## src/rtl/core/euclidean_gcd_unit_assert.svh

```systemverilog
// assertion macros for the euclidean gcd unit
// no dependencies; checks compile away when SYNTHESIS is defined
`ifndef EUCLIDEAN_GCD_UNIT_ASSERT_SVH
`define EUCLIDEAN_GCD_UNIT_ASSERT_SVH
`ifndef SYNTHESIS
`define EGCD_ASSERT_SAME(lbl, clk, rst, ante, cons) \
   lbl: assert property (@(posedge clk) disable iff (rst) (ante) |-> (cons)) \
      else $error("gcd unit check failed");
`define EGCD_ASSERT_NEXT(lbl, clk, rst, ante, cons) \
   lbl: assert property (@(posedge clk) disable iff (rst) (ante) |=> (cons)) \
      else $error("gcd unit check failed");
`else
`define EGCD_ASSERT_SAME(lbl, clk, rst, ante, cons)
`define EGCD_ASSERT_NEXT(lbl, clk, rst, ante, cons)
`endif
`endif

```

## src/rtl/core/egcd_pkg.sv

```systemverilog
// shared constants for the euclidean gcd unit: opcodes and default width
// no dependencies
`default_nettype none
package egcd_pkg;
   localparam int DATA_WIDTH_DEFAULT = 32;
   localparam int OPCODE_WIDTH = 2;

   localparam logic [OPCODE_WIDTH-1:0] OPC_REMAINDER = 2'd0;
   localparam logic [OPCODE_WIDTH-1:0] OPC_SUBTRACT  = 2'd1;
   localparam logic [OPCODE_WIDTH-1:0] OPC_DIVIDE    = 2'd2;
   localparam logic [OPCODE_WIDTH-1:0] OPC_UNUSED    = 2'd3;
endpackage
`default_nettype wire

```

## src/rtl/core/euclidean_gcd_unit.sv

```systemverilog
// euclidean gcd unit: each remainder step is a check state followed by a shared
// bit-serial restoring divider; the strobe follows the remainder steps of Euclid
// on the operand magnitudes; the next word is taken the cycle the result is shown;
// the receiver cannot stall the strobe; synchronous reset returns the sequencer
// to idle and drops the strobe
`default_nettype none
`include "euclidean_gcd_unit_assert.svh"
module euclidean_gcd_unit
   import egcd_pkg::*;
#(
   parameter int DATA_WIDTH = DATA_WIDTH_DEFAULT
) (
   input  wire                          clock,
   input  wire                          reset,
   input  wire                          start,
   output logic                         busy,
   input  wire  [OPCODE_WIDTH-1:0]      req_opcode,
   input  wire  signed [DATA_WIDTH-1:0] req_first_operand,
   input  wire  signed [DATA_WIDTH-1:0] req_second_operand,
   output logic                         rsp_strobe,
   output logic signed [DATA_WIDTH:0]   rsp_divisor
);
   localparam int CNT_WIDTH = $clog2(DATA_WIDTH);
   localparam logic [CNT_WIDTH-1:0] CNT_LAST = CNT_WIDTH'(DATA_WIDTH - 1);

   localparam logic [1:0] S_IDLE  = 2'd0;
   localparam logic [1:0] S_CHECK = 2'd1;
   localparam logic [1:0] S_DIV   = 2'd2;

   logic [1:0]              state_ff, state_in;
   logic [OPCODE_WIDTH-1:0] opcode_ff, opcode_in;
   logic                    sign_a_ff, sign_a_in;
   logic                    sign_b_ff, sign_b_in;
   logic                    parity_ff, parity_in;
   logic [DATA_WIDTH-1:0]   x_ff, x_in;
   logic [DATA_WIDTH-1:0]   y_ff, y_in;
   logic [DATA_WIDTH-1:0]   rem_ff, rem_in;
   logic [DATA_WIDTH-1:0]   dvd_ff, dvd_in;
   logic [CNT_WIDTH-1:0]    cnt_ff, cnt_in;
   logic                    strobe_ff, strobe_in;
   logic signed [DATA_WIDTH:0] result_ff, result_in;

   logic [DATA_WIDTH:0]   shifted;
   logic [DATA_WIDTH:0]   trial;
   logic [DATA_WIDTH-1:0] rem_step;
   logic [DATA_WIDTH-1:0] mag_a;
   logic [DATA_WIDTH-1:0] mag_b;
   logic [DATA_WIDTH:0]   mag_ext;
   logic                  res_sign;

   assign mag_a = req_first_operand[DATA_WIDTH-1] ?
                  (~req_first_operand + 1'b1) : req_first_operand;
   assign mag_b = req_second_operand[DATA_WIDTH-1] ?
                  (~req_second_operand + 1'b1) : req_second_operand;

   // restoring step: shift one dividend bit in, subtract if it fits
   assign shifted  = {rem_ff, dvd_ff[DATA_WIDTH-1]};
   assign trial    = shifted - {1'b0, y_ff};
   assign rem_step = trial[DATA_WIDTH] ? shifted[DATA_WIDTH-1:0] : trial[DATA_WIDTH-1:0];

   // final value takes the sign of whichever operand it descends from; OPC_SUBTRACT gives it no sign
   assign mag_ext  = {1'b0, x_ff};
   assign res_sign = (opcode_ff != OPC_SUBTRACT) && (parity_ff ? sign_b_ff : sign_a_ff);

   always_comb begin
      state_in  = state_ff;
      opcode_in = opcode_ff;
      sign_a_in = sign_a_ff;
      sign_b_in = sign_b_ff;
      parity_in = parity_ff;
      x_in      = x_ff;
      y_in      = y_ff;
      rem_in    = rem_ff;
      dvd_in    = dvd_ff;
      cnt_in    = cnt_ff;
      strobe_in = 1'b0;
      result_in = result_ff;
      unique case (state_ff)
         S_IDLE: begin
            if (start) begin
               opcode_in = req_opcode;
               sign_a_in = req_first_operand[DATA_WIDTH-1];
               sign_b_in = req_second_operand[DATA_WIDTH-1];
               parity_in = 1'b0;
               x_in      = mag_a;
               y_in      = mag_b;
               state_in  = S_CHECK;
            end
         end
         S_CHECK: begin
            if (y_ff == '0) begin
               strobe_in = 1'b1;
               if (opcode_ff == OPC_UNUSED) begin
                  result_in = '0;
               end else if (res_sign) begin
                  result_in = -$signed(mag_ext);
               end else begin
                  result_in = $signed(mag_ext);
               end
               state_in = S_IDLE;
            end else begin
               rem_in   = '0;
               dvd_in   = x_ff;
               cnt_in   = '0;
               state_in = S_DIV;
            end
         end
         S_DIV: begin
            rem_in = rem_step;
            dvd_in = {dvd_ff[DATA_WIDTH-2:0], 1'b0};
            cnt_in = cnt_ff + 1'b1;
            if (cnt_ff == CNT_LAST) begin
               x_in      = y_ff;
               y_in      = rem_step;
               parity_in = ~parity_ff;
               state_in  = S_CHECK;
            end
         end
         default: begin
            state_in = S_IDLE;
         end
      endcase
   end

   always_ff @(posedge clock) begin
      if (reset) begin
         state_ff  <= S_IDLE;
         strobe_ff <= 1'b0;
      end else begin
         state_ff  <= state_in;
         strobe_ff <= strobe_in;
      end
      opcode_ff <= opcode_in;
      sign_a_ff <= sign_a_in;
      sign_b_ff <= sign_b_in;
      parity_ff <= parity_in;
      x_ff      <= x_in;
      y_ff      <= y_in;
      rem_ff    <= rem_in;
      dvd_ff    <= dvd_in;
      cnt_ff    <= cnt_in;
      result_ff <= result_in;
   end

   assign busy        = (state_ff != S_IDLE);
   assign rsp_strobe  = strobe_ff;
   assign rsp_divisor = result_ff;

   `EGCD_ASSERT_NEXT(a_accept_busy, clock, reset, start && !busy, busy)
   `EGCD_ASSERT_SAME(a_strobe_idle, clock, reset, rsp_strobe, !busy)
   `EGCD_ASSERT_SAME(a_sub_nonneg, clock, reset,
                     rsp_strobe && (opcode_ff == OPC_SUBTRACT), !rsp_divisor[DATA_WIDTH])
   `EGCD_ASSERT_SAME(a_div_nonzero, clock, reset, state_ff == S_DIV, y_ff != '0)
endmodule
`default_nettype wire
```

## config.mk

```make
export PLATFORM = sky130hd
export DESIGN_NAME = euclidean_gcd_unit
export DESIGN_NICKNAME = d
export VERILOG_FILES = /design/src/rtl/core/egcd_pkg.sv /design/src/rtl/core/euclidean_gcd_unit.sv
export VERILOG_INCLUDE_DIRS = /design/src /design/src/rtl/core
export SDC_FILE = /design/constraint.sdc
export NUM_CORES = 1
export LEC_CHECK = 0
export BUFFER_PORTS_ARGS = -buffer_cell sky130_fd_sc_hd__buf_4
export CORE_MARGIN = 2
export CORE_UTILIZATION = 40
export DETAILED_ROUTE_END_ITERATION = 10
export MAX_ROUTING_LAYER = met4
export SLEW_MARGIN = 20
export SYNTH_ARGS = -nofsm -noshare
export SYNTH_HDL_FRONTEND = slang
export SYNTH_SLANG_ARGS = --single-unit
```

## constraint.sdc

```tcl
create_clock -name clock -period 3.69 [get_ports clock]
set_input_delay 0.369 -clock clock [delete_from_list [all_inputs] [get_ports clock]]
set_output_delay 0.369 -clock clock [all_outputs]
set_load 0.05 [all_outputs]
```

==> impl_metrics.toml, run 1 <==
[outcome]
status = "completed"

[route]
postRouteAntennaNets = 0
route.detailed.drc = 0
drtPass1Iterations = 5
post_drt_wl_per_cell_um = 16.7
drt-initial-drc-count = 828
route.vias.total = 8540
viasPerCell = 5.34
routed_wl_um = 26700

[clocking]
root_buffer = "clkbuf_16"
cts-resized-gates = 0
holdBufCountCts = 0
cts.htree.levels = 4
post-cts-setup-buffers = 0
clkLatencyLatePin_ns = 0.43
cts_max_path_buffers = 2
cts.sinks = 174
numCtsBuffers = 17
cts_tree = "built"
clk_pin_slew_ns = 0.08

[sta]
fin_crit_sh_pct = 88.8
skew_ns = 0.0147
slew_headroom_pct = 52.3
finalCriticalPeriod_ns = 3.27
final.setup.tns_ns = 0
rsz0062_at_grt = "no"
setup_violations = 0
report.final.slew_viol_count = 0
fmax_ghz = 0.305
layout_setup_ws_ns = 0.415
timing.final.hold_violations = 0
worstMarginPinSlew_ns = 0.714

[setup_path]
critPathMaxFanout = 25
path_class = "flip-flop to flip-flop"
timing.rr.end = "y_ff[1]$_DFFE_PP_"
crit_path_end_kind = "flip-flop"
critPathLaunchType = "flip-flop"
cp.required_ns = 3.96
cp_data_arrival_time_ns = 3.55
reg2reg_slack_ns = 0.42
rr_worst_depth = 11
worstReg2RegStart = "y_ff[0]$_DFFE_PP_"

[grt]
antenna_found_initial = 0
first_global_vias = 8126
grt_usage_pct = 19.4
grt_pass1_wl_um = 42900
grt_overflow = 0
grt_max_degree = 67

[synth]
syn_area_um2 = 11100
synthTopCellsByArea = "edfxtp_1, nand2_1, xnor2_1, ha_1, o21ai_0"
ys_ff_latch = 174
yosysTopAreaCellShare_pct = 46.4
synth.net_count = 1267
synth.avg_cell_area_um2 = 9.54
synthArstFlopShare_pct = 0
synth_edf_count = 171
yosysTopAreaCell = "edfxtp_1"
ys_warn_count = 0
synth_cells = 1160
yosysUniqueCellTypes = 74
yosysSeqAreaShare_pct = 46.9
ys.flop_type = "edfxtp_1"

[floorplan]
core_um2 = 27000
start_util_pct = 41.0
die_h_um = 170
die_area_um2 = 29000
fp.dieW_um = 170
ioPinCount = 104
rows = 60

[placement]
hpwl_um = 20200
gp_congestion = 0.916
pre_cts_ws_ns = 0.385
numPortBuffers = 103

[layout]
drive_gt1_share_pct = 14.7
syn_to_final_growth_pct = 15.9
finalNetCount = 1351
antennaDiodeCount = 0

[power]
p_per_area_nw_per_um2 = 461
p_leak_nw = 4.96
ir_drop_mv = 0.304

[min_path]
hold_path.class = "primary input to flip-flop"
whs_endpoint = "state_ff[0]$_SDFFE_PP0P_"
min_path_cells = 2
worstHoldStart = "reset"

[job]
cap_viol_max_count = 0
[area by class of cell]
type                            instances  area (um^2)
Sequential cell                       174         5190
Inverter                               53          199
Multi-Input combinational cell        876         5450
Tap cell                              341          427
Timing Repair Buffer                  122          966
Clock buffer                           17          425
Fill cell                            2600        14200
Clock inverter                         15          166
[power by group]
part,internal [mW],leakage [nW],switching [mW]
registers,2.42,1.65,0.139
clock network,0.912,0.289,0.868
logic,0.656,3.02,0.925
total,3.99,4.96,1.93
[worst max-delay path by stage]
stage | from | to | slack [ns] | depth (start not counted)
floorplan | state_ff[1]$_SDFFE_PP0P_ | cnt_ff[0]$_SDFFCE_PN0P_ | 0.61 | 5
global placement | y_ff[0]$_DFFE_PP_ | y_ff[1]$_DFFE_PP_ | 0.45 | 11
detailed placement | y_ff[0]$_DFFE_PP_ | y_ff[21]$_DFFE_PP_ | 0.38 | 11
CTS | y_ff[0]$_DFFE_PP_ | y_ff[1]$_DFFE_PP_ | 0.37 | 11
global route | y_ff[0]$_DFFE_PP_ | y_ff[21]$_DFFE_PP_ | 0.1 | 11
finish | y_ff[0]$_DFFE_PP_ | y_ff[1]$_DFFE_PP_ | 0.42 | 11
[sequential cells by signal, indices dropped and copies added, names as in the netlist]
register / count
cnt_ff: 5
sign_b_ff: 1
rsp_divisor: 33
dvd_ff: 32
parity_ff: 1
state_ff: 2
opcode_ff: 2
y_ff: 32
x_ff: 32
rsp_strobe: 1
sign_a_ff: 1
rem_ff: 32
[cells by family (layout without fill, tap and decap cells)]
| logic type | Yosys count | count (layout) | share of synthesized area [%] |
|---|---|---|---|
| AND/OR/NAND/NOR | 440 | 440 | 18.8 |
| multiplexers | 28 | 28 | 2.60 |
| XOR/XNOR | 108 | 108 | 8.55 |
| flip-flops | 174 | 174 | 46.9 |
| AO/OA/AOI/OAI | 262 | 262 | 14.8 |
| buffers and inverters | 110 | 207 | 4.02 |
| adder cells (fa/ha/maj) | 38 | 38 | 4.36 |
[stage by stage]
step | util (%) | total power, mW | hold WS (ns) | cell area [um^2] | cells
4_1_cts | 47.5 | 5.96 | 0.0982 | 12800 | 1598
6_report | 47.5 | 5.92 | 0.117 | 12800 | 1598
5_1_grt | 47.5 | 6.25 | 0.110 | 12800 | 1598
3_5_place_dp | 45.3 | 4.18 | 0.498 | 12200 | 1566
3_3_place_gp | 45.3 | 4.16 | 0.486 | 12200 | 1566
2_1_floorplan | - | 3.71 | 0.438 | 11100 | 1160
[synth_stat cells (10+ instances only)]
library cell and count:
nor4_1 14, o31ai_1 27, ha_1 37, nand2b_1 12
a21oi_1 56, a31oi_1 12, a21o_1 11, or3_1 15
o21ai_0 90, inv_1 53, mux2i_1 25, xnor2_1 57
xor2_1 51, nor2_1 96, edfxtp_1 171, nand3_1 13
or4_1 12, o41ai_1 10, clkbuf_1 45, nor3_1 26
nand2_1 189
[critical path, stage by stage (launching register included)]
cell,delay (ns)
edfxtp_1,0.41
ha_1,0.24
fa_1,0.40
nand2b_1,0.17
a21oi_1,0.21
o41ai_1,0.14
a211oi_1,0.34
o21ai_1,0.17
xnor2_2,0.28
buf_12,0.24
mux2_2,0.37
a21oi_1,0.15
[layout by cell type, fill, tap and decap left out, types with 7 or more instances in the layout]
cell type,n
nand3b_1,7
a21o_1,10
xnor2_1,56
o211ai_1,7
a21oi_1,56
inv_1,53
o21ai_0,90
a31oi_1,12
nor2_1,96
buf_4,118
nor3_1,26
mux2i_1,25
nand2_1,188
nor2b_1,8
xor2_1,51
edfxtp_1,171
ha_1,37
nand4_1,8
or4_1,12
clkbuf_16,17
o41ai_1,10
o31ai_1,27
or3_1,15
nand3_1,13
nand2b_1,12
nor4_1,14
o21bai_1,8
[layer usage]
metal  wire length [um]  GRT usage [%]  vias to the layer above
li1                   -              -                     4362
met1              13000           25.6                     4028
met2              12800           32.1                      132
met3                665           2.23                       18
met4                330           4.68                        0
met5                  0              -                        -
(Power assumes the default switching activity.)
==> run 2: changes to the inputs <==
- ABC_AREA: not set -> 1
==> impl_metrics.toml, run 2 <==
[placement]
place_area_um2 = 13900
hpwl_um = 28700
gp_congestion = 0.959
numPortBuffers = 103

[synth]
yosysTopAreaCell = "edfxtp_1"
synth_most_common_cell = "nand2_1"
yosysTopAreaCellShare_pct = 40.3
synth.net_count = 1890
synth_edf_count = 171
ys_ff_latch = 174
ys_warn_count = 0
synth_cells = 1783
yosysSeqAreaShare_pct = 40.8
synthTopCellsByArea = "edfxtp_1, nand2_1, inv_1, nand3_1, nor2_1"
yosysUniqueCellTypes = 42
ys.flop_type = "edfxtp_1"
synth.avg_cell_area_um2 = 7.15
syn_area_um2 = 12700
synthArstFlopShare_pct = 0
synth_common_cells = "nand2_1, inv_1, edfxtp_1"

[clocking]
clkLatencyLatePin_ns = 0.43
cts.sinks = 174
cts.htree.levels = 4
root_buffer = "clkbuf_16"
numCtsBuffers = 17
cts-resized-gates = 0
holdBufCountCts = 0
post-cts-setup-buffers = 0
cts_max_path_buffers = 2
clk_pin_slew_ns = 0.07
cts_tree = "built"

[grt]
antenna_found_initial = 0
grt_overflow = 0
grt_usage_pct = 22.9
grt_max_degree = 144
grt_pass1_wl_um = 57200
first_global_vias = 10800

[route]
drtPass1Iterations = 5
post_drt_wl_per_cell_um = 16.1
route.detailed.drc = 0
route.vias.total = 11600
viasPerCell = 5.09
postRouteAntennaNets = 0
drt-initial-drc-count = 1033
routed_wl_um = 36800

[setup_path]
reg2reg_slack_ns = 0.48
rr_worst_depth = 16
cp_data_arrival_time_ns = 3.38
path_class = "flip-flop to flip-flop"
worstReg2RegStart = "y_ff[0]$_DFFE_PP_"
timing.rr.end = "y_ff[19]$_DFFE_PP_"
critPathLaunchType = "flip-flop"
cp.required_ns = 3.86
critPathMaxFanout = 30
crit_path_end_kind = "flip-flop"

[min_path]
min_path_cells = 2
worstHoldStart = "reset"
hold_path.class = "primary input to flip-flop"
whs_endpoint = "rsp_strobe$_SDFF_PP0_"

[power]
ir_drop_mv = 0.263
p_per_area_nw_per_um2 = 415
p_leak_nw = 7.14

[floorplan]
start_util_pct = 40.5
rows = 65
core_um2 = 31500
ioPinCount = 104
fp.dieW_um = 182
die_h_um = 182
die_area_um2 = 33300

[layout]
drive_gt1_share_pct = 10.5
design_area_um2 = 14500
final_cell_mix = "nand2_1, inv_1, edfxtp_1"
fin_util_pct = 46.0
layout_commonest_cell = "nand2_1"
syn_to_final_growth_pct = 13.6
antennaDiodeCount = 0
largest_reg_flops = 33
finalNetCount = 1977

[sta]
setup_violations = 0
finalCriticalPeriod_ns = 3.21
worstMarginPinSlew_ns = 1.02
final.setup.tns_ns = 0
slew_headroom_pct = 31.7
fmax_ghz = 0.312
skew_ns = 0.0128
report.final.slew_viol_count = 0
fin_hold_ws_ns = 0.108
fin_crit_sh_pct = 86.9
timing.final.hold_violations = 0
rsz0062_at_grt = "no"

[outcome]
status = "completed"

[job]
cap_viol_max_count = 0
-- run 2: cell count changes in the layout (fill, tap and decap cells not counted), moves of 20 or more --
cell     before  now
nand2_1     188  508
inv_1        53  340
nand3_1      13  160
nor2_1       96  155
xnor2_1      56   11
xor2_1       51   23
mux2i_1      25    0
o31ai_1      27    2
nand4_1       8   28
-- run 2: per-stage QoR --
step           power [mW]  setup slack [ns]  std cells
2_1_floorplan        3.75             0.611       1783
3_3_place_gp         4.22             0.638       2253
3_5_place_dp         4.24             0.502       2253
4_1_cts              6.03             0.482       2284
5_1_grt              6.35             0.277       2284
6_report             6.01             0.483       2284
-- run 2: cell type report --
type,count,area (um^2)
clock buffers,17,425
clock inverters,14,158
fillers,3165,17000
inverters,344,1290
multi-input cells,1220,6030
flip-flops and latches,174,5190
well taps,402,503
repair buffers,113,873
-- run 2: power breakdown --
part / switching, mW / total, mW / internal (mW) / leakage (nW)
Clock: 0.790 / 1.80 / 1.01 / 0.283
Combinational: 1.15 / 1.70 / 0.552 / 5.22
Sequential: 0.106 / 2.51 / 2.41 / 1.64
Total: 2.05 / 6.01 / 3.97 / 7.14
-- run 2: critical path, cell delays in order, from the launching register on --
cell      delay (ns)
edfxtp_1        0.42
ha_1            0.26
fa_1            0.42
inv_1           0.11
nand2_1         0.05
nand2_1         0.10
nand3_1         0.09
nand2_2         0.11
nand2_2         0.06
nand2_2         0.10
nand2_4         0.08
nand2_4         0.07
nand2_4         0.22
nand2_4         0.52
nand2_1         0.10
nand3_1         0.12
nand2_1         0.07
-- run 2: worst max path at each step --
stage | startpoint | slack (ns) | endpoint
floorplan | state_ff[1]$_SDFFE_PP0P_ | 0.61 | cnt_ff[0]$_SDFFCE_PN0P_
global placement | y_ff[0]$_DFFE_PP_ | 0.64 | y_ff[11]$_DFFE_PP_
detailed placement | y_ff[0]$_DFFE_PP_ | 0.50 | y_ff[5]$_DFFE_PP_
CTS | y_ff[0]$_DFFE_PP_ | 0.48 | y_ff[5]$_DFFE_PP_
global route | y_ff[0]$_DFFE_PP_ | 0.28 | y_ff[5]$_DFFE_PP_
finish | y_ff[0]$_DFFE_PP_ | 0.48 | y_ff[19]$_DFFE_PP_
-- run 2: logic make-up after synthesis --
kind of cell	after synthesis	synth area share [%]
xor+xnor	34	2.34
flops	174	40.8
buf+inv	389	11.9
compound gates	191	8.00
simple gates	957	33.2
fa+ha+maj	38	3.79
-- run 2: routing by layer --
metal	vias to the layer above	GRT usage (%)	wire length, um
met5	-	-	0
li1	5885	-	-
met1	5339	29.5	16400
met2	339	37.3	17400
met4	0	7.97	1080
met3	60	2.81	1830
